===== src/rtl/zcpd_pkg.sv =====
package zcpd_pkg;

  typedef struct packed {
    logic [31:0] data_word;
    logic        end_of_block;
  } in_item_t;

  typedef struct packed {
    logic [31:0] pulse_word;
    logic [2:0]  channel_number;
    logic [31:0] pulse_time;
    logic        pulse_first;
    logic        pulse_last;
    logic        pulse_empty;
  } out_item_t;

  localparam logic [11:0] HEADER_TAG   = 12'hA00;
  localparam logic [3:0]  CTRL_NIBBLE  = 4'h8;
  localparam int          MASK_BITS    = 8;

endpackage


===== src/rtl/zcpd_parser.sv =====
module zcpd_parser #(
  parameter int NUM_CHANNELS = 8
) (
  input  logic                clk,
  input  logic                rst_n,
  input  logic                in_take,
  input  zcpd_pkg::in_item_t  in_item,
  output logic                res_valid,
  output zcpd_pkg::out_item_t res_item
);
  import zcpd_pkg::*;

  localparam logic [2:0] PH_SEEK   = 3'd0;
  localparam logic [2:0] PH_HEADER = 3'd1;
  localparam logic [2:0] PH_SIZE   = 3'd2;
  localparam logic [2:0] PH_DATA   = 3'd3;
  localparam logic [2:0] PH_GOOD   = 3'd4;

  localparam logic [MASK_BITS-1:0] CH_MASK =
    MASK_BITS'((16'd1 << NUM_CHANNELS) - 16'd1);

  // Index of the lowest set bit; only called with a nonzero argument.
  function automatic logic [2:0] lowest_set(input logic [MASK_BITS-1:0] m);
    logic [2:0] idx;
    idx = 3'd0;
    for (int i = MASK_BITS - 1; i >= 0; i--) begin
      if (m[i]) idx = 3'(i);
    end
    return idx;
  endfunction

  logic [2:0]           phase_r, phase_nxt;
  logic [1:0]           hpos_r, hpos_nxt;
  logic [MASK_BITS-1:0] pending_r, pending_nxt;
  logic [2:0]           cur_r, cur_nxt;
  logic [30:0]          etime_r, etime_nxt;
  logic [31:0]          offset_r, offset_nxt;
  logic [31:0]          total_r, total_nxt;
  logic [31:0]          seen_r, seen_nxt;
  logic [27:0]          left_r, left_nxt;
  logic [27:0]          runlen_r, runlen_nxt;

  logic                 do_check, do_pick;
  logic [MASK_BITS-1:0] pick_src;
  logic [27:0]          good_cnt, left_dec;
  logic [31:0]          w;
  logic [31:0]          time_now;

  assign w        = in_item.data_word;
  assign good_cnt = w[27:0];
  assign left_dec = (left_r != 28'd0) ? left_r - 28'd1 : 28'd0;
  assign time_now = {1'b0, etime_r} + offset_r;

  always_comb begin
    phase_nxt   = phase_r;
    hpos_nxt    = hpos_r;
    pending_nxt = pending_r;
    cur_nxt     = cur_r;
    etime_nxt   = etime_r;
    offset_nxt  = offset_r;
    total_nxt   = total_r;
    seen_nxt    = seen_r;
    left_nxt    = left_r;
    runlen_nxt  = runlen_r;
    do_check    = 1'b0;
    do_pick     = 1'b0;
    pick_src    = pending_r;

    res_valid                = 1'b0;
    res_item.pulse_word      = w;
    res_item.channel_number  = cur_r;
    res_item.pulse_time      = time_now;
    res_item.pulse_first     = 1'b0;
    res_item.pulse_last      = 1'b0;
    res_item.pulse_empty     = 1'b0;

    case (phase_r)
      PH_HEADER: begin
        if (hpos_r == 2'd1) begin
          pending_nxt = w[MASK_BITS-1:0] & CH_MASK;
          hpos_nxt    = 2'd2;
        end else if (hpos_r == 2'd2) begin
          hpos_nxt = 2'd3;
        end else begin
          etime_nxt = w[30:0];
          hpos_nxt  = 2'd0;
          do_pick   = 1'b1;
        end
      end
      PH_SIZE: begin
        total_nxt  = w;
        seen_nxt   = 32'd1;
        offset_nxt = 32'd0;
        do_check   = 1'b1;
      end
      PH_DATA: begin
        if (w[31:28] != CTRL_NIBBLE) begin
          // Skip word: the offset advances by two samples per count.
          offset_nxt = offset_r + {w[30:0], 1'b0};
          seen_nxt   = seen_r + 32'd1;
          do_check   = 1'b1;
        end else begin
          seen_nxt = seen_r + 32'd1 + {4'd0, good_cnt};
          if (good_cnt == 28'd0) begin
            res_valid            = 1'b1;
            res_item.pulse_word  = 32'd0;
            res_item.pulse_first = 1'b1;
            res_item.pulse_last  = 1'b1;
            res_item.pulse_empty = 1'b1;
            do_check             = 1'b1;
          end else begin
            left_nxt   = good_cnt;
            runlen_nxt = good_cnt;
            phase_nxt  = PH_GOOD;
          end
        end
      end
      PH_GOOD: begin
        res_valid            = 1'b1;
        res_item.pulse_first = (left_r == runlen_r);
        res_item.pulse_last  = (left_r <= 28'd1);
        left_nxt             = left_dec;
        if (left_dec == 28'd0) begin
          offset_nxt = offset_r + {3'd0, runlen_r, 1'b0};
          do_check   = 1'b1;
        end
      end
      default: begin
        if (w[31:20] == HEADER_TAG) begin
          phase_nxt = PH_HEADER;
          hpos_nxt  = 2'd1;
        end else begin
          phase_nxt = PH_SEEK;
        end
      end
    endcase

    // When a channel's words are all seen, drop its mask bit and pick the next one.
    if (do_check) begin
      if (seen_nxt < total_nxt) begin
        phase_nxt = PH_DATA;
      end else begin
        pick_src = pending_r & ~(MASK_BITS'(1) << cur_r);
        do_pick  = 1'b1;
      end
    end

    if (do_pick) begin
      pick_src    = pick_src & CH_MASK;
      pending_nxt = pick_src;
      if (pick_src == '0) begin
        phase_nxt = PH_SEEK;
        hpos_nxt  = 2'd0;
      end else begin
        cur_nxt   = lowest_set(pick_src);
        phase_nxt = PH_SIZE;
      end
    end
  end

  always_ff @(posedge clk) begin
    if (!rst_n || (in_take && in_item.end_of_block)) begin
      phase_r   <= PH_SEEK;
      hpos_r    <= 2'd0;
      pending_r <= '0;
      cur_r     <= 3'd0;
      etime_r   <= 31'd0;
      offset_r  <= 32'd0;
      total_r   <= 32'd0;
      seen_r    <= 32'd0;
      left_r    <= 28'd0;
      runlen_r  <= 28'd0;
    end else if (in_take) begin
      phase_r   <= phase_nxt;
      hpos_r    <= hpos_nxt;
      pending_r <= pending_nxt;
      cur_r     <= cur_nxt;
      etime_r   <= etime_nxt;
      offset_r  <= offset_nxt;
      total_r   <= total_nxt;
      seen_r    <= seen_nxt;
      left_r    <= left_nxt;
      runlen_r  <= runlen_nxt;
    end
  end

endmodule


===== src/rtl/zcpd_out_buf.sv =====
module zcpd_out_buf (
  input  logic                clk,
  input  logic                rst_n,
  input  logic                push,
  input  zcpd_pkg::out_item_t push_item,
  output logic                full,
  output logic                out_valid,
  input  logic                out_stall,
  output zcpd_pkg::out_item_t out_item
);
  import zcpd_pkg::*;

  logic      main_v_r, skid_v_r;
  out_item_t main_d_r, skid_d_r;
  logic      pop;

  assign pop       = main_v_r && !out_stall;
  assign out_valid = main_v_r;
  assign out_item  = main_d_r;
  // The upstream side only pushes while the skid slot is empty.
  assign full      = skid_v_r;

  always_ff @(posedge clk) begin
    if (!rst_n) begin
      main_v_r <= 1'b0;
      skid_v_r <= 1'b0;
    end else begin
      if (pop && skid_v_r) begin
        main_d_r <= skid_d_r;
        skid_v_r <= 1'b0;
      end else if (pop) begin
        main_v_r <= push;
        if (push) main_d_r <= push_item;
      end else if (push) begin
        if (main_v_r) begin
          skid_d_r <= push_item;
          skid_v_r <= 1'b1;
        end else begin
          main_d_r <= push_item;
          main_v_r <= 1'b1;
        end
      end
    end
  end

endmodule


===== src/rtl/zle_channel_pulse_deframer_top.sv =====
// Zero-length-encoded pulse deframer: takes one 32-bit readout word per item,
// finds event headers, walks the channel mask in ascending order and emits one
// item per good sample word (or one empty marker for a zero-length run), each
// tagged with channel, header time plus sample offset, and first/last marks.
// The parse step is a single pass of logic from the input port into the state
// registers and a two-entry output buffer, so one item is accepted per clock
// while the output buffer has a free entry; each result is registered in the
// output buffer before it appears on the output. The input stalls only when
// both output buffer entries are full. end_of_block returns the parser to
// seeking after its word is processed.
module zle_channel_pulse_deframer_top #(
  parameter int NUM_CHANNELS = 8
) (
  input  logic                clk,
  input  logic                rst_n,
  input  logic                in_valid,
  output logic                in_stall,
  input  zcpd_pkg::in_item_t  in_item,
  output logic                out_valid,
  input  logic                out_stall,
  output zcpd_pkg::out_item_t out_item
);
  import zcpd_pkg::*;

  logic      in_take;
  logic      res_valid;
  out_item_t res_item;
  logic      buf_full;

  assign in_stall = buf_full;
  assign in_take  = in_valid && !buf_full;

  zcpd_parser #(
    .NUM_CHANNELS(NUM_CHANNELS)
  ) u_parser (
    .clk      (clk),
    .rst_n    (rst_n),
    .in_take  (in_take),
    .in_item  (in_item),
    .res_valid(res_valid),
    .res_item (res_item)
  );

  zcpd_out_buf u_out_buf (
    .clk      (clk),
    .rst_n    (rst_n),
    .push     (in_take && res_valid),
    .push_item(res_item),
    .full     (buf_full),
    .out_valid(out_valid),
    .out_stall(out_stall),
    .out_item (out_item)
  );

  a_full_implies_valid: assert property (@(posedge clk) disable iff (!rst_n)
    in_stall |-> out_valid)
    else $error("skid entry held while output entry is empty");

  a_full_holds_when_stalled: assert property (@(posedge clk) disable iff (!rst_n)
    (in_stall && out_stall) |=> in_stall)
    else $error("skid entry drained while output was stalled");

  a_empty_marks: assert property (@(posedge clk) disable iff (!rst_n)
    (res_valid && res_item.pulse_empty) |-> (res_item.pulse_first && res_item.pulse_last))
    else $error("empty marker without first and last marks");

  a_accept_when_room: assert property (@(posedge clk) disable iff (!rst_n)
    (out_valid && !out_stall) |=> !in_stall)
    else $error("input stalled right after the output drained");

endmodule

===== config.mk =====
export PLATFORM = sky130hd
export DESIGN_NAME = zle_channel_pulse_deframer_top
export DESIGN_NICKNAME = d
export VERILOG_FILES = /design/src/rtl/zcpd_pkg.sv /design/src/rtl/zcpd_parser.sv /design/src/rtl/zcpd_out_buf.sv /design/src/rtl/zle_channel_pulse_deframer_top.sv
export SDC_FILE = /design/constraint.sdc
export NUM_CORES = 1
export LEC_CHECK = 0
export ABC_AREA = 1
export BUFFER_PORTS_ARGS = -buffer_cell sky130_fd_sc_hd__clkbuf_2
export CORE_ASPECT_RATIO = 0.75
export CORE_MARGIN = 2
export CORE_UTILIZATION = 30
export DETAILED_ROUTE_END_ITERATION = 12
export PLACE_DENSITY = 0.54
export SLEW_MARGIN = 20
export SYNTH_ARGS = -nofsm -noshare
export SYNTH_HDL_FRONTEND = slang
export SYNTH_SLANG_ARGS = --single-unit

===== constraint.sdc =====
create_clock -name clk -period 15 [get_ports clk]
set_input_delay 3 -clock clk [delete_from_list [all_inputs] [get_ports clk]]
set_output_delay 3 -clock clk [all_outputs]
set_load 0.02 [all_outputs]

# == After elaboration in Yosys (flattened, before gate mapping) ==
# Index checks and enable logic that the tools add are counted.
# word_totals
reg_bits,341
ramBits,0
input_bits,37
mem_count,0
romBits,0
latchBits,0
elab_cells,151
out_inout_bits,72
# classes
mul,0
eq_ne,14
mux,62
order_cmp,2
n_addsub,6
n_reduce_logical,32
div,0
shifts,1
bitwise_logic,10
# ops
cell,n
$mux W70,5
$mux W32,7
$pmux W32 S3,1
$mux W28,3
$pmux W32 S2,1
$logic_not A28 Y1,2
$pmux W28 S2,1
$mux W3,15
$mux W8,5
$add A31 B32 Y32,1
$add A32 B1 Y32 const B,1
$add A32 B28 Y32,1
$add A32 B29 Y32,1
$add A32 B32 Y32,1
$lt A32 B32 Y1,1
$eq A28 B28 Y1,1
$le A28 B1 Y1 const B,1
$reduce_bool A28 Y1,1
$sub A28 B1 Y28 const B,1
$reduce_and A4 Y1,4
$mux W1,13
$eq A12 B12 Y1 const B,1
$mux W2,6
$reduce_and A3 Y1,4
other kinds (27),49

# == Logic depth before layout (Yosys ltp) ==
# Gate-level depths: netlist (run 1).
# depth
depth_word,15
mapped_depth,45
depth_no_buf,45

# == By module ==
# Synthesis (run 1) repeated with hierarchy kept, for this count alone.
# hier_totals
cells_unflattened,2820
hier_area_um2,21266.6
# by_module_without_submodules
mod,cells_each,seq_area_each_um2,instances,area_per_inst_um2
zcpd_parser,2421,3963.8,1,15787.6
zcpd_out_buf,394,4244.1,1,5455.2
zle_channel_pulse_deframer_top,5,0.0,1,23.8

# == Worst setup path before layout (run 1) ==
# Ideal clock, no wire load.
# synth_path
kind,input to register
startpoint,input port in_item[24] (netlist name)
endpoint,register u_out_buf.skid_d_r[0] (netlist name) (enable)
t_arrival_ns,8.893
path_stages,9
setup_time_ns,0.584
required_ns,14.416
path_slack_ns,5.523
cell_sequence,nor4_1 > nand3_1 > nor3_1 > nand4_1 > nor2_1 > nor2_1 > nor2_1 > inv_1 > nor3_1
# synth_via
elab_chain_cells,6
# synth_rtl
element,line_no,rtl
from (decl),zle_channel_pulse_deframer_top.sv:18,"input zcpd_pkg::in_item_t in_item,"
$logic_not A28 Y1,zcpd_parser.sv:104,if (good_cnt == 28'd0) begin
$mux W1,zcpd_parser.sv:104,
$mux W1,zcpd_parser.sv:97,if (w[31:28] != CTRL_NIBBLE) begin
$pmux W1 S2,zcpd_parser.sv:77,case (phase_r)
$logic_and A1 B1 Y1,zle_channel_pulse_deframer_top.sv:47,".push (in_take && res_valid),"
$reduce_and A5 Y1 (no line),-,
to (signal assigned),zcpd_out_buf.sv:36,skid_d_r <= push_item;
to (decl),zcpd_out_buf.sv:14,"out_item_t main_d_r, skid_d_r;"
# No other way between the ends.
# A chain may end at the register's enable or synchronous reset.

# == Final worst setup path (run 1) ==
# layout_path
startpoint,input port in_item[1] (netlist name)
endpoint,register u_parser.hpos_r[1]
# layout_via
elab_chain_cells,9
# layout_rtl
element,line_no,rtl
$add A32 B28 Y32 *,zcpd_parser.sv:103,"seen_nxt = seen_r + 32'd1 + {4'd0, good_cnt};"
$mux W32 *,zcpd_parser.sv:97,
$pmux W32 S2 *,zcpd_parser.sv:77,
net u_parser.seen_nxt[12],zcpd_parser.sv:39,"logic [31:0] seen_r, seen_nxt;"
$lt A32 B32 Y1 *,zcpd_parser.sv:140,if (seen_nxt < total_nxt) begin
$mux W8,zcpd_parser.sv:140,
$mux W8,zcpd_parser.sv:139,if (do_check) begin
$logic_not A8 Y1,zcpd_parser.sv:151,if (pick_src == '0) begin
$mux W2,zcpd_parser.sv:151,
$mux W2 *,zcpd_parser.sv:148,if (do_pick) begin
to (signal assigned),zcpd_parser.sv:175,hpos_r <= hpos_nxt;
to (decl),zcpd_parser.sv:33,"logic [1:0] hpos_r, hpos_nxt;"
# The timed path passes the listed nets; every way through them passes the cells marked *.

==> results of run 1 <==
[routing by layer]
layer / part of all wire / global-route usage / up-vias
met4: 0.019 / 0.0446 / 0
met2: 0.39 / 0.262 / 661
met3: 0.070 / 0.0276 / 79
met1: 0.52 / 0.300 / 8745
li1: - / - / 9547
met5: 0 / 0 / -
[cells in the final DEF, fill, tap and decap left out, drive strengths merged, types with 2 or more instances in the layout]
| cell | n |
|---|---|
| edfxtp | 140 |
| xor2 | 87 |
| bufinv | 3 |
| xnor2 | 28 |
| fa | 2 |
| ha | 125 |
| a21oi | 337 |
| o21bai | 9 |
| o211a | 2 |
| nand3 | 101 |
| a21boi | 3 |
| o221a | 4 |
| dfxtp | 200 |
| buf | 21 |
| a221oi | 3 |
| o21ai | 301 |
| nor4 | 13 |
| o211ai | 42 |
| nand2 | 561 |
| o221ai | 5 |
| a211oi | 3 |
| nor2 | 220 |
| clkinv | 14 |
| inv | 344 |
| o31ai | 4 |
| clkbuf | 169 |
| nand4 | 27 |
| a21o | 13 |
| nor3 | 33 |
| o22ai | 25 |
| o21a | 5 |
| a31oi | 25 |
[cells by family (layout without fill, tap and decap cells)]
| logic type | count (synthesis) | count (layout) | share of synthesized area |
|---|---|---|---|
| and+or+nand+nor | 960 | 960 | 0.191 |
| AOI/OAI and AO/OA | 783 | 783 | 0.203 |
| buffers and inverters | 486 | 552 | 0.0889 |
| DFF | 340 | 340 | 0.392 |
| adders and majority gates | 127 | 127 | 0.0767 |
| xor gates and xnor gates | 115 | 115 | 0.0481 |
[through the flow]
step	cell area [µm²]	utilization	total power, µW	setup WS (ns)
3_5_place_dp	22300	0.325	1350	6.51
6_report	23600	0.343	2330	6.94
3_3_place_gp	22300	0.325	1350	6.58
2_1_floorplan	20900	-	1250	5.52
5_1_grt	23600	0.343	2430	6.40
4_1_cts	23600	0.343	2350	7.10
[flip-flops by register name (all words and copies together), names as in the netlist]
signal and flops:
u_parser.offset_r 31, u_parser.etime_r 31, u_parser.pending_r 8, u_parser.cur_r 3, u_parser.hpos_r 2, u_out_buf.out_valid 1, u_parser.seen_r 32, u_out_buf.full 1
u_out_buf.out_item 70, u_out_buf.skid_d_r 70, u_parser.phase_r 3, u_parser.total_r 32, u_parser.left_r 28, u_parser.runlen_r 28
[synthesized netlist by cell type (all sizes together), types with 2 or more instances]
master  count
nand2     561
inv       344
a21boi      3
o21ai     301
o21a        5
o221a       4
a31oi      25
a221oi      3
nor4       13
edfxtp    140
o221ai      5
nand4      27
o211a       2
o31ai       4
o21bai      9
clkinv      4
nand3     101
o22ai      25
o211ai     42
fa          2
nor3       33
a21o       13
dfxtp     200
nor2      220
buf        24
xnor2      28
xor2       87
clkbuf    114
ha        125
a21oi     337
a211oi      3
[final cells by class]
type / instances / share of cell area
Sequential cell: 340 / 0.348
Multi-Input combinational cell: 1985 / 0.463
Clock buffer: 61 / 0.0484
Tap cell: 935 / 0.0496
Clock inverter: 14 / 0.00652
Inverter: 348 / 0.0554
Timing Repair Buffer: 129 / 0.0296
[tightest hold or removal path, stage by stage, from the launching register on]
cell     delay, ns
dfxtp_1       0.31
nand2_1       0.06
a21oi_1       0.05
[how the worst max path moves through the flow]
stage / to / start / cells past startpoint
after floorplan: u_out_buf.skid_d_r[0]$_DFFE_PP_ / in_item[24] / 9
after global placement: u_parser.phase_r[1]$_SDFFE_PP0P_ / in_item[1] / 25
after detailed placement: u_parser.hpos_r[1]$_SDFFE_PP0P_ / in_item[1] / 25
after CTS: u_parser.hpos_r[1]$_SDFFE_PP0P_ / in_item[1] / 25
after global routing: u_parser.hpos_r[1]$_SDFFE_PP0P_ / in_item[1] / 25
final: u_parser.hpos_r[1]$_SDFFE_PP0P_ / in_item[1] / 25
[power by group through the flow]
stage | Sequential (µW) | Combinational (µW) | Clock, µW
CTS | 990 | 342 | 1010
detailed placement | 1010 | 340 | 0
global placement | 1010 | 341 | 0
global route | 992 | 387 | 1050
floorplan | 1010 | 242 | 0
finish | 990 | 347 | 990
==> results.md, run 1 <==
- Startpoint types: input pin
- Syn Nets: 2975
- WP buf/inv: 3
- Die Width: 309 µm
- Reg clk slew, reported paths: 0.06 ns
- Yosys reg bits: 340
- Clk pwr share: 0.425
- CP Class: input pin to register
- Total track usage: 0.189
- Cell accounting for the most synthesized area: edfxtp_1
- Die Height: 233 µm
- Worst Reg-to-Reg Cells: 38
- Hold buffers post-CTS: 0
- Slew headroom: 0.301
- Via-to-Cell Ratio: 4.99
- Placer Congestion: 0.934
- Reg power frac: 0.425
- Critical path fanouts, max: 17
- Hpwl dp: 50800 µm
- Final setup viols: 0
- Syn Area/Cell: 7.44 µm²
- P&R area growth vs syn: 12.8%
- Antenna violations before repair: 0
- Yosys cell types: 51
- Switch Pwr: 669 µW
- 1st-iter DRT viols: 1925
- P_int: 1660 µW
- IO Pins: 109
- Reg2reg start: u_parser.seen_r[0]$_SDFFE_PP0P_
- Max-Cap Viols: 0
- Share of synthesized registers carrying an async set or reset: 0
- Share of cells above drive strength 1: 0.0786
- CTS H-tree lvls: 2
- Top cells by area, synth: edfxtp_1 (20%), dfxtp_1 (19%), nand2_1 (9.9%)
- DIE AREA: 0.0719 mm²
- Status: finished, final reports clean
- Initial Util: 0.304
- Diodes inserted: 0
- CTS resizes: 0
- Synthesized area: 0.0209 mm²
- Register area: 0.00821 mm²
- DRC: 0
- Combinational Power Share: 0.149
- Largest net degree at the start of global routing: 84
- First-pass GRT wire length: 106000 µm
- Drt first pass iters: 5
- Hold path endpoint: u_parser.pending_r[4]$_SDFFE_PP0P_
- Synthesized instance count: 2811
- Max Slew Vio Count: 0
- Final min period: 8.06 ns
- Synthesis warning total: 0
- Yosys top cell area share: 0.201
- Final WL: 69000 µm
- Sequential element share of the synthesized area: 0.392
- CP peak stage delay: 0.56 ns
- CP Data Arrival Time: 8.55 ns
- R2R Path End: u_parser.hpos_r[1]$_SDFFE_PP0P_
- Area occupied by multi-input gates: 0.0109 mm²
- Sink Count: 340
- Actual slew at the worst max-slew pin: 1.05 ns
- CTS root buffer: clkbuf_16
- Row count: 83
- Post-route ant nets: 0
- Part of the cycle the worst path needs: 0.538
- Layout fillers: 7369
- Worst path top cell family by delay: compound AO/OA/AOI/OAI gates
- HP Start: u_parser.pending_r[4]$_SDFFE_PP0P_
- Max Clock Skew: 0.0135 ns
- Port buffer count: 108
- Core area: 0.0687 mm²
- RSZ-0062 raised after global routing: no
- # nets final: 3009
- Number of global-route vias before repair: 17000
- Max clock buf depth: 3
- Worst Path Required: 15.49 ns
- Final hold vios: 0
- Reg2Reg Setup Slack: 7.80 ns
- CP max stage cell: a2111oi_0
- Post-CTS Setup Bufs: 0
- Worst-Skew Late Latency: 0.57 ns
- WL per Instance: 18.1 µm
- Placed Cells: 3737
- Peak supply drop: 0.0711 mV
- Switching share of power: 0.287
- Leakage: 0.0107 µW
- Via Count: 19000
- WHS Path Cells: 2
- Post-synth EDFFs: 140
- Final setup TNS: 0 ns
- CTS tree: yes
- HP Class: register to register
- Top_reg_cell synth: dfxtp_1
- Total CTS buffers: 41
- Pwr/cell area: 98.6 mW/mm²
- Crit path capture type: register
- Remaining global-route overflow: 0
- Hold WS: 0.464 ns
- Max Clk Rate: 0.124 GHz
- Final cell count without fillers: 3812
(Power assumes the default switching activity.)
==> inputs of run 2 (changes only) <==
==> constraint.sdc (replaced) <==
create_clock -name clk -period 7.7 [get_ports clk]
set_input_delay 1.54 -clock clk [delete_from_list [all_inputs] [get_ports clk]]
set_output_delay 1.54 -clock clk [all_outputs]
set_load 0.02 [all_outputs]
==> run 2 against run 1 <==
Against the previous run:
- via count hardly changed
- register-to-register slack worse by 6.8 ns
- global-route usage hardly changed
- setup slack worse by 6.0 ns
- non-clock buffer count is 6 higher
- hold slack better by 0.014 ns
- final cell count is 0.13% higher
- critical path depth is 10 higher
- clock skew is 0.0063 ns higher
- highest routed layer unchanged
==> results.md, run 2 (synthesis gave the netlist of run 1 again) <==
- Status: finished, final reports clean
- DIE AREA: 0.0719 mm² (unchanged)
- Pwr/cell area: 194 mW/mm² (+96%)
- Final setup viols: 0 (unchanged)
- Hold WS: 0.478 ns (+0.0138 ns)
- Placer Congestion: 0.948 (+1.5%)
- Largest net degree at the start of global routing: 80 (-4.8%)
- HP Class: register to register
- # nets final: 3014 (+0.17%)
- CTS H-tree lvls: 2 (unchanged)
- Remaining global-route overflow: 0 (unchanged)
- Final WL: 69100 µm (+0.19%)
- P&R area growth vs syn: 13.5%
- Worst Path Required: 8.20 ns (-7.29 ns)
- CTS root buffer: clkbuf_16
- Max Clk Rate: 0.148 GHz
- Max clock buf depth: 3 (unchanged)
- Leakage: 0.0108 µW (+0.74%)
- Actual slew at the worst max-slew pin: 1.02 ns (-0.0297 ns)
- CP max stage cell: clkinv_1
- Critical path fanouts, max: 17 (unchanged)
- Worst path top cell family by delay: compound AO/OA/AOI/OAI gates
- CP Data Arrival Time: 7.25 ns (-1.30 ns)
- First-pass GRT wire length: 105000 µm (-0.71%)
- Tot Pwr: 4600 µW (+97%)
- Hold buffers post-CTS: 0 (unchanged)
- Post-CTS Setup Bufs: 0 (unchanged)
- Sink Count: 340 (unchanged)
- Most common library cell in the layout ignoring fill and taps: nand2_1
- Peak supply drop: 0.111 mV (+56%)
- Initial Util: 0.304 (unchanged)
- Number of global-route vias before repair: 16900 (-0.73%)
- Final hold vios: 0 (unchanged)
- Share of cells above drive strength 1: 0.0843 (+0.00579)
- Commonest cells after routing, fill and taps aside: nand2_1 (553), inv_1 (340), a21oi_1 (336)
- Cell Area, Placed: 0.0224 mm² (+0.34%)
- Port buffer count: 108 (unchanged)
- CTS tree: yes
- Row count: 83 (unchanged)
- CP peak stage delay: 0.47 ns (-0.09 ns)
- DRC: 0 (unchanged)
- Crit path capture type: register
- 1st-iter DRT viols: 1694 (-12%)
- Final min period: 6.75 ns
- Worst-Skew Late Latency: 0.58 ns (about the same)
- Startpoint types: register
- Antenna violations before repair: 2 (+2)
- Part of the cycle the worst path needs: 0.876
- CTS resizes: 0 (unchanged)
- CP Class: register to register
- Total track usage: 0.189 (+0.000248)
- Via Count: 19000 (-0.079%)
- Hpwl dp: 51400 µm (+1.2%)
- IO Pins: 109 (unchanged)
- Slew headroom: 0.314 (+0.0127)
- Via-to-Cell Ratio: 4.98 (-0.21%)
- Total CTS buffers: 40 (-2.4%)
- Max Slew Vio Count: 0 (unchanged)
- Most Frequent Cell on Critical Path: a21oi_1
- Die Width: 309 µm (unchanged)
- Max-Cap Viols: 0 (unchanged)
- RSZ-0062 raised after global routing: no
- Layout fillers: 7361 (-0.11%)
- Final setup TNS: 0 ns (unchanged)
- Die Height: 233 µm (unchanged)
- Post-route ant nets: 0 (unchanged)
- Reg clk slew, reported paths: 0.07 ns (about the same)
- WL per Instance: 18.1 µm (about the same)
- WP buf/inv: 5 (+2)
- Core area: 0.0687 mm² (unchanged)
- Final Cell Area: 0.0237 mm² (+0.60%)
- Drt first pass iters: 6 (+1)
- Max Clock Skew: 0.0197 ns (+0.00626 ns)
run 2: worst paths after layout:
check / start / end / slack, ns / cells after the start
setup / recovery: u_parser.seen_r[0]$_SDFFE_PP0P_ / u_parser.hpos_r[1]$_SDFFE_PP0P_ / 0.95 / 35
setup reg to reg: u_parser.seen_r[0]$_SDFFE_PP0P_ / u_parser.hpos_r[1]$_SDFFE_PP0P_ / 0.95 / 35
hold reg to reg: u_parser.pending_r[4]$_SDFFE_PP0P_ / u_parser.pending_r[4]$_SDFFE_PP0P_ / 0.48 / 2
hold / removal: u_parser.pending_r[4]$_SDFFE_PP0P_ / u_parser.pending_r[4]$_SDFFE_PP0P_ / 0.48 / 2
run 2: layout make-up:
cell class                 count  area (µm²)  share of cell area
clock buffer                  47        1080              0.0454
antenna                        1        2.50            0.000105
timing repair buffer         135         768              0.0323
inverter                     348        1310              0.0551
clock inverter                26         282              0.0119
multi-input combinational   1985       10900               0.460
tap                          935        1170              0.0493
sequential                   340        8210               0.346
run 2: through the flow:
step / utilization / instances / setup slack [ns]
floorplan: - / 2811 / 1.08
global placement: 0.326 / 3743 / 0.911
detailed placement: 0.326 / 3743 / 0.758
CTS: 0.345 / 3816 / 1.04
global route: 0.345 / 3816 / 0.305
finish: 0.345 / 3817 / 0.952
run 2: worst register-to-register path, delay by kind of cell, from the launching register on:
family	cells	cell delay, ns
buf+inv	5	0.81
simple gates	12	2.09
flops	1	0.38
xor+xnor	1	0.17
compound gates	15	2.69
fa+ha+maj	2	0.55
run 2: metal layers:
layer  up-vias  track usage  wire length (µm)
met5         -            0                 0
met4         0       0.0502              1510
met3        81       0.0351              5200
met2       626        0.261             27100
met1      8760        0.295             35300
li1       9550            -                 -
run 2: power breakdown:
part / leakage (µW) / switching [µW] / internal, µW
clock network: 0.000664 / 814 / 1170
registers: 0.00299 / 28.3 / 1900
logic: 0.00713 / 475 / 204
==> inputs of run 3 (changes only) <==
--- a/config.mk
+++ b/config.mk
@@ -8,9 +8,9 @@
 export ABC_AREA = 1
 export BUFFER_PORTS_ARGS = -buffer_cell sky130_fd_sc_hd__clkbuf_2
 export CORE_ASPECT_RATIO = 0.75
-export CORE_MARGIN = 2
 export CORE_UTILIZATION = 30
 export DETAILED_ROUTE_END_ITERATION = 12
+export MAX_ROUTING_LAYER = met4
 export PLACE_DENSITY = 0.54
 export SLEW_MARGIN = 20
 export SYNTH_ARGS = -nofsm -noshare
==> run 3 against run 2 <==
Against the previous run:
- final area shrank 0.14%
- total power is 0.15% higher
- first-iteration DRC count increased by 9.4%
- die area is 1.5% lower
==> results.md, run 3 (synthesis gave the netlist of run 1 again) <==
- CP max stage cell: clkinv_1
- Part of the cycle the worst path needs: 0.892 (+0.0161)
- Peak supply drop: 0.129 mV (+17%)
- Area occupied by multi-input gates: 0.0109 mm² (unchanged)
- Leakage: 0.0108 µW (-0.18%)
- DRC: 0 (unchanged)
- Final hold vios: 0 (unchanged)
- Final min period: 6.87 ns (+0.124 ns)
- CP Class: register to register
- Pwr/cell area: 194 mW/mm² (+0.28%)
- Critical path fanouts, max: 17 (unchanged)
- Post-route ant nets: 0 (unchanged)
- Commonest cells after routing, fill and taps aside: nand2_1 (553), inv_1 (340), a21oi_1 (336)
- CTS tree: yes
- P&R area growth vs syn: 13.3%
- Share of cells above drive strength 1: 0.0822 (-0.00214)
- Max clock buf depth: 3 (unchanged)
- Core area: 0.0687 mm² (unchanged)
- Max-Cap Viols: 0 (unchanged)
- Final WL: 69400 µm (+0.39%)
- Hold WS: 0.472 ns (-0.00590 ns)
- Worst-Skew Late Latency: 0.58 ns (about the same)
- Final setup viols: 0 (unchanged)
- Initial Util: 0.304 (unchanged)
- Crit path capture type: register
- Most common library cell in the layout ignoring fill and taps: nand2_1
- Status: finished, final reports clean
- Max Slew Vio Count: 0 (unchanged)
- Die Height: 231 µm (-0.86%)
- First-pass GRT wire length: 106000 µm (+0.76%)
- Tot Pwr: 4600 µW (+0.15%)
- CTS resizes: 0 (unchanged)
- Startpoint types: register
- Number of global-route vias before repair: 17000 (+0.27%)
- Most Frequent Cell on Critical Path: nand2_1
- CTS root buffer: clkbuf_16
- Hold buffers post-CTS: 0 (unchanged)
- Via-to-Cell Ratio: 5.00 (+0.34%)
- Placer Congestion: 0.936 (-1.3%)
- Max Clock Skew: 0.0249 ns (+0.00517 ns)
- # nets final: 3013 (-0.033%)
- HP Class: register to register
- CP Data Arrival Time: 7.37 ns (+0.12 ns)
- Die Width: 307 µm (-0.65%)
- Layout fillers: 7398 (+0.50%)
- Slew headroom: 0.319 (+0.00509)
- Hpwl dp: 51100 µm (-0.57%)
- Worst setup path start: u_parser.seen_r[0]$_SDFFE_PP0P_
- Largest net degree at the start of global routing: 100 (+25%)
- Actual slew at the worst max-slew pin: 1.01 ns (-0.00756 ns)
- DIE AREA: 0.0708 mm² (-1.5%)
- RSZ-0062 raised after global routing: no
- Reg2reg start: u_parser.seen_r[0]$_SDFFE_PP0P_
- 1st-iter DRT viols: 1853 (+9.4%)
- WL per Instance: 18.2 µm (+0.36%)
- Place WS: 0.866 ns (+0.108 ns)
- Final cell count without fillers: 3818 (+0.026%)
- Total CTS buffers: 42 (+5.0%)
- Remaining global-route overflow: 0 (unchanged)
- Total track usage: 0.199 (+0.00951)
- CP peak stage delay: 0.45 ns (-0.02 ns)
- Via Count: 19100 (+0.36%)
- Worst Path Required: 8.20 ns (about the same)
- Max Clk Rate: 0.146 GHz (-1.8%)
- Antenna violations before repair: 0 (-2)
- IO Pins: 109 (unchanged)
- Sink Count: 340 (unchanged)
- Port buffer count: 108 (unchanged)
- Post-CTS Setup Bufs: 0 (unchanged)
- Worst setup margin: 0.828 ns (-0.124 ns)
- HP Start: u_parser.pending_r[2]$_SDFFE_PP0P_
- Register area: 0.00821 mm² (unchanged)
- Drt first pass iters: 6 (unchanged)
- CTS H-tree lvls: 2 (unchanged)
- Reg clk slew, reported paths: 0.06 ns (about the same)
- Final setup TNS: 0 ns (unchanged)
- Row count: 83 (unchanged)
- Placed Cells: 3740 (-0.080%)
- Diodes inserted: 0 (-1)
-- run 3: cell types whose count changed in the layout (fill, tap and decap cells not counted), sizes merged --
cell and delta:
buf -3, clkinvlp -1, inv -1, bufinv -2, diode -1, clkbuf +12
clkinv -3
-- run 3: report_power, final --
part / total, µW / internal (µW) / leakage [µW] / switching [µW]
sequential: 1930 / 1900 / 0.00299 / 27.7
combinational: 681 / 203 / 0.00712 / 478
clock: 1990 / 1160 / 0.000662 / 829
total: 4600 / 3270 / 0.0108 / 1330
-- run 3: final timing paths --
| kind | end | slack (ns) | depth (start not counted) |
|---|---|---|---|
| setup / recovery | u_parser.hpos_r[1]$_SDFFE_PP0P_ | 0.83 | 36 |
| hold / removal | u_parser.pending_r[2]$_SDFFE_PP0P_ | 0.47 | 2 |
| setup reg to reg | u_parser.hpos_r[1]$_SDFFE_PP0P_ | 0.83 | 36 |
| hold reg to reg | u_parser.pending_r[2]$_SDFFE_PP0P_ | 0.47 | 2 |
-- run 3: routing by layer --
metal	wire length, µm	up-vias	GRT usage
li1	-	9571	-
met1	35000	8742	0.300
met2	27600	689	0.271
met3	5180	84	0.0297
met4	1500	0	0.0513
met5	0	-	-
-- run 3: stage by stage --
step	utilization	instance area (µm²)
2_1_floorplan	-	20900
3_3_place_gp	0.325	22400
3_5_place_dp	0.325	22400
4_1_cts	0.345	23700
5_1_grt	0.345	23700
6_report	0.345	23700
-- run 3: layout make-up --
cell class	count	share of cell area
clock buffers	59	0.0492
repair buffers	132	0.0309
clock inverters	19	0.00834
inverters	348	0.0552
multi-input cells	1985	0.461
flip-flops and latches	340	0.346
well taps	935	0.0493
-- run 3: worst max-delay path: cells and delay by family, from the launching register on --
family	cells	cell delay, ns
simple gates	21	3.59
compound gates	9	1.48
buf+inv	4	0.71
fa+ha+maj	2	0.64
flops	1	0.37
